--- src/rtl/cbm_pkg.sv ---
// cbm_pkg: shared types and constants for the console bank mapper.
// No dependencies; used by cbm_decode and console_bank_mapper_bus_top.
package cbm_pkg;

	localparam int ADDR_W = 16;
	localparam int DATA_W = 8;
	localparam int OP_W   = 2;
	localparam int TGT_W  = 3;
	localparam int MA_W   = 22;
	localparam int BANK_W = 8;
	localparam int CFG_IDX_W  = 2;
	localparam int CFG_DATA_W = 1;

	// transaction opcodes
	localparam logic [OP_W-1:0] OP_READ  = 2'd0;
	localparam logic [OP_W-1:0] OP_WRITE = 2'd1;
	localparam logic [OP_W-1:0] OP_MEMCTL = 2'd2;

	// decode targets
	localparam logic [TGT_W-1:0] TGT_NONE = 3'd0;
	localparam logic [TGT_W-1:0] TGT_BIOS = 3'd1;
	localparam logic [TGT_W-1:0] TGT_ROM  = 3'd2;
	localparam logic [TGT_W-1:0] TGT_CRAM = 3'd3;
	localparam logic [TGT_W-1:0] TGT_SRAM = 3'd4;

	// config register indexes
	localparam logic [CFG_IDX_W-1:0] CFG_CART_PRESENT = 2'd0;
	localparam logic [CFG_IDX_W-1:0] CFG_CART_IS_32K  = 2'd1;
	localparam logic [CFG_IDX_W-1:0] CFG_BIOS_PRESENT = 2'd2;

	// bus map
	localparam logic [ADDR_W-1:0] A_UNBANKED_END = 16'h0400;
	localparam logic [ADDR_W-1:0] A_SLOT1   = 16'h4000;
	localparam logic [ADDR_W-1:0] A_SLOT2   = 16'h8000;
	localparam logic [ADDR_W-1:0] A_SYSRAM  = 16'hC000;
	localparam logic [ADDR_W-1:0] A_MAP_CTL = 16'hFFFC;
	localparam logic [ADDR_W-1:0] A_MAP_B0  = 16'hFFFD;
	localparam logic [ADDR_W-1:0] A_MAP_B1  = 16'hFFFE;
	localparam logic [ADDR_W-1:0] A_MAP_B2  = 16'hFFFF;

	// memory control / mapper control bit positions
	localparam int MC_CART_OFF_BIT = 6;
	localparam int MC_BIOS_OFF_BIT = 3;
	localparam int MAP_RAM_EN_BIT  = 3;
	localparam int MAP_RAM_PG_BIT  = 2;

	typedef struct packed {
		logic              cart_present;
		logic              cart_is_32k;
		logic              cart_slot_on;
		logic              bios_on;
		logic              slot2_is_ram;
		logic              ram_page_sel;
		logic [BANK_W-1:0] bank_slot0;
		logic [BANK_W-1:0] bank_slot1;
		logic [BANK_W-1:0] bank_slot2;
	} map_state_t;

	typedef struct packed {
		logic [TGT_W-1:0] target;
		logic [MA_W-1:0]  mapped_address;
		logic             sram_read;
	} dec_t;

endpackage

--- src/rtl/cbm_decode.sv ---
// cbm_decode: target and mapped address decode for one bus transaction.
// Depends on cbm_pkg.
module cbm_decode
	import cbm_pkg::*;
#(
	parameter int IDX_W      = 13,
	parameter int BIOS_BYTES = 8192
) (
	input  logic [OP_W-1:0]   op,
	input  logic [ADDR_W-1:0] address,
	input  logic [IDX_W-1:0]  ram_index,
	input  map_state_t        map,
	output dec_t              dec
);

	localparam logic [ADDR_W:0] BIOS_LIMIT = (ADDR_W+1)'(BIOS_BYTES);

	logic [MA_W-1:0] slot2_ram_ma;
	logic [MA_W-1:0] sram_ma;
	logic            bios_hit;

	assign slot2_ram_ma = MA_W'({map.ram_page_sel, address[13:0]});
	assign sram_ma      = MA_W'(ram_index);
	assign bios_hit     = map.bios_on && ({1'b0, address} < BIOS_LIMIT);

	always_comb begin
		dec = '{target: TGT_NONE, mapped_address: '0, sram_read: 1'b0};
		case (op)
			OP_READ: begin
				if (bios_hit) begin
					dec.target         = TGT_BIOS;
					dec.mapped_address = MA_W'(address);
				end else if (map.cart_slot_on && !map.cart_present) begin
					dec.target = TGT_NONE;
				end else if (map.cart_slot_on && address < A_UNBANKED_END) begin
					dec.target         = TGT_ROM;
					dec.mapped_address = MA_W'(address);
				end else if (map.cart_slot_on && map.cart_is_32k && address < A_SLOT2) begin
					dec.target         = TGT_ROM;
					dec.mapped_address = MA_W'(address[14:0]);
				end else if (map.cart_slot_on && !map.cart_is_32k && address < A_SYSRAM) begin
					if (address < A_SLOT1) begin
						dec.target         = TGT_ROM;
						dec.mapped_address = {map.bank_slot0, address[13:0]};
					end else if (address < A_SLOT2) begin
						dec.target         = TGT_ROM;
						dec.mapped_address = {map.bank_slot1, address[13:0]};
					end else if (map.slot2_is_ram) begin
						dec.target         = TGT_CRAM;
						dec.mapped_address = slot2_ram_ma;
					end else begin
						dec.target         = TGT_ROM;
						dec.mapped_address = {map.bank_slot2, address[13:0]};
					end
				end else if (address >= A_SYSRAM) begin
					dec.target         = TGT_SRAM;
					dec.mapped_address = sram_ma;
					dec.sram_read      = 1'b1;
				end
			end
			OP_WRITE: begin
				if (address >= A_SYSRAM) begin
					dec.target         = TGT_SRAM;
					dec.mapped_address = sram_ma;
				end else if (address >= A_SLOT2 && map.slot2_is_ram) begin
					dec.target         = TGT_CRAM;
					dec.mapped_address = slot2_ram_ma;
				end
			end
			default: begin
				dec.target = TGT_NONE;
			end
		endcase
	end

endmodule

--- config.mk ---
export PLATFORM = sky130hd
export DESIGN_NAME = cbm_decode
export DESIGN_NICKNAME = d
export VERILOG_FILES = /design/src/rtl/cbm_pkg.sv /design/src/rtl/cbm_decode.sv
export SDC_FILE = /design/constraint.sdc
export NUM_CORES = 1
export LEC_CHECK = 0
export BUFFER_PORTS_ARGS = -buffer_cell sky130_fd_sc_hd__buf_4
export CAP_MARGIN = 25
export CORE_MARGIN = 1
export CORE_UTILIZATION = 34
export DETAILED_ROUTE_END_ITERATION = 16
export GPL_TIMING_DRIVEN = 0
export PLACE_DENSITY = 0.9
export SETUP_SLACK_MARGIN = 0.05
export SLEW_MARGIN = 5
export SYNTH_ARGS = -nofsm -noshare
export SYNTH_HDL_FRONTEND = slang
export SYNTH_SLANG_ARGS = --single-unit
--- constraint.sdc ---
create_clock -name vclk -period 2.7
set_input_delay 0.54 -clock vclk [all_inputs]
set_output_delay 0.54 -clock vclk [all_outputs]
set_load 0.01 [all_outputs]
# Word-level counts from Yosys, hierarchy flattened
# Cells that the tools add are included.
# word_totals
regBits	0
out_inout_bits	26
wordCells	44
input_bits	61
# op_classes
reduce_logical	11
eq_ne	1
muxes	25
magnitude_cmp	7
# ops
cell	count
two-way mux 26 bit	7
two-way mux 25 bit	5
two-way mux 23 bit	4
case mux 22 bit (2 select lines)	1
>= comparator 16 bit, second input constant	2
less-than comparator 16 bit, second input constant	2
two-way mux 24 bit	1
less-than comparator 16 x 11 -> 1 bit, second input constant	1
less-than comparator 16 x 14 -> 1 bit, second input constant	1
less-than comparator 16 x 15 -> 1 bit, second input constant	1
logical AND 1 bit	8
case mux 3 bit (2 select lines)	1
two-way mux 1 bit	5
two-way mux 3 bit	1
equality test 2 x 1 -> 1 bit, second input constant	1
zero test 1 bit	2
zero test 2 bit	1

# Longest topological paths before layout
# logic_depth
ltp_word	15
depth_mapped	6
depth_no_buf	4

# Least setup slack after synthesis
# No wires, ideal clock.
# synth_path
path_type	input to output
from	input address[15]
to	output dec[10] (netlist bit)
arrival_ns	1.601
required_time_ns	2.160
stages	5
setup_slack_ns	0.559
n_path_buf	1
path_cell_list	or4b_4 a21oi_2 nor3_1 buf_6 a22o_1
# synth_lines
element	line	text
start: declaration	cbm_decode.sv:10	input logic [ADDR_W-1:0] address,
end: declaration	cbm_decode.sv:13	output dec_t dec

==> results.sh <==
export IMPL_holdCritPathClass="input port to output pin"
export IMPL_fmax_ghz=0.405
export IMPL_fp_dieH_um=43.9
export IMPL_viasPerCell=5.60
export IMPL_area_growth_pct=113
export IMPL_synth_area_leaders="a22o_1 15%, mux2i_1 12%, a21oi_1 11%, nor2_1 11%, o21ai_0 5.0%"
export IMPL_syn_num_nets=156
export IMPL_period_minus_slack_ns=2.47
export IMPL_start_kind="input port"
export IMPL_grt_pass1_vias=966
export IMPL_ant_nets=0
export IMPL_max_slew_margin_pct=68.7
export IMPL_drtIter0Drc=28
export IMPL_syn_inst=95
export IMPL_crit_arrival_ns=1.93
export IMPL_cts_hold_fix_buffers=0
export IMPL_yosysUniqueCellTypes=30
export IMPL_coreArea_um2=1580
export IMPL_portBuffers=87
export IMPL_path_max_fanout=10
export IMPL_drc_errors=5
export IMPL_nNetsFinal=245
export IMPL_die_area_um2=1930
export IMPL_hold_viol_final=0
export IMPL_violations="DRC"
export IMPL_ys_seq_area_share_pct=0
export IMPL_cap_violations=0
export IMPL_cts_resized=0
export IMPL_path_class="input port to output pin"
export IMPL_grt_first_pass_wirelength_um=3910
export IMPL_rsz0062_at_grt="no"
export IMPL_gr_total_overflow=0
export IMPL_tightest_slew_ns=0.463
export IMPL_diodes=0
export IMPL_wirelength_um=2700
export IMPL_clkbuf_count=0
export IMPL_num_rows=14
export IMPL_register_area_um2=0
export IMPL_seq_cells=0
export IMPL_layout_common_cells="87 x buf_4, 17 x nor2_1, 13 x a21oi_1"
export IMPL_vias=1108
export IMPL_synth_top_area_share_pct=14.6
export IMPL_synth_area_per_cell_um2=6.30
export IMPL_setup_ws_ns=0.230
export IMPL_drive_above_1_share_pct=52.7
export IMPL_dp_hpwl_um=2330
export IMPL_gp_congestion=0.813
export IMPL_cp_end_kind="output pin"
export IMPL_status="finished, violations left"
export IMPL_first_pass_iters=13
export IMPL_slew_violations=0
export IMPL_ys_warn_count=0
export IMPL_setup_tns_ns=0
export IMPL_ir_drop_v=0.0000922
export IMPL_min_period_over_period_pct=91.5
export IMPL_io_pins=87
export IMPL_power_density_nw_per_um2=133
export IMPL_required_ns=2.16
export IMPL_timing_hold_ws_ns=1.37
export IMPL_start_util_pct=37.9
export IMPL_synth_area_um2=598
export IMPL_setup_viol=0
export IMPL_die_w_um=43.9
export IMPL_cts_setup_buffers=0
export IMPL_grt_util_all_layers_pct=25.5
export IMPL_dp_slack_ns=0.252
export IMPL_p_leak_nw=0.674
export IMPL_antenna_found_initial=0
export IMPL_grt_start_max_net_pins=11
export IMPL_final_common_cell="buf_4"
export IMPL_yosysTopAreaCell="a22o_1"
export IMPL_wire_per_inst_um=13.6
power breakdown:
group | switching [mW] | internal, mW | total, mW
Sequential | 0 | 0 | 0
Combinational | 0.0676 | 0.102 | 0.169
Clock | 0 | 0 | 0
Total | 0.0676 | 0.102 | 0.169
cell usage after synthesis (all sizes together), types with 2 or more instances:
| cell type | n |
|---|---|
| nor4b | 2 |
| and3 | 3 |
| nor2 | 17 |
| nand3 | 5 |
| o21ai | 6 |
| mux2i | 7 |
| nor2b | 2 |
| buf | 5 |
| nand2 | 5 |
| a21oi | 14 |
| a22o | 10 |
| nor3 | 3 |
path summary, 6_finish.rpt:
kind,startpoint,to,cells past startpoint
max,address[15],dec[9],7
min,ram_index[11],dec[12],3
cells by family (layout without fill, tap and decap cells):
family,Yosys count,after routing,share of synthesized area [%]
AOI/OAI and AO/OA,37,37,41.6
buffers and inverters,6,93,5.86
muxes,8,8,13.6
and+or+nand+nor,44,44,38.9
routing by layer:
metal / track usage [%] / part of all wire (%) / vias up
li1: - / - / 540
met1: 25.2 / 34 / 501
met2: 54.9 / 54 / 67
met3: 5.00 / 11 / 0
met4: 1.82 / 0 / 0
met5: 0 / 0 / -
layout make-up:
cell class / instances / area (µm²)
Fill cell: 122 / 305
Multi-Input combinational cell: 89 / 563
Timing Repair Buffer: 87 / 653
Buffer: 6 / 35.0
Tap cell: 16 / 20.0
critical path: stages:
cell and delay [ns]:
buf_4 0.13, nor4b_1 0.46, a31o_2 0.20, a21o_1 0.12
buf_2 0.20, a22o_1 0.17, buf_4 0.12
metrics by stage:
step	cell area [µm²]	total power [mW]	std cells	utilization [%]
CTS	1270	0.169	198	80.6
detailed placement	1270	0.169	198	80.6
global route	1270	0.182	198	80.6
floorplan	598	0.0654	95	-
global placement	1270	0.166	198	80.6
finish	1270	0.169	198	80.6
Power figures use the tool's default switching activity.
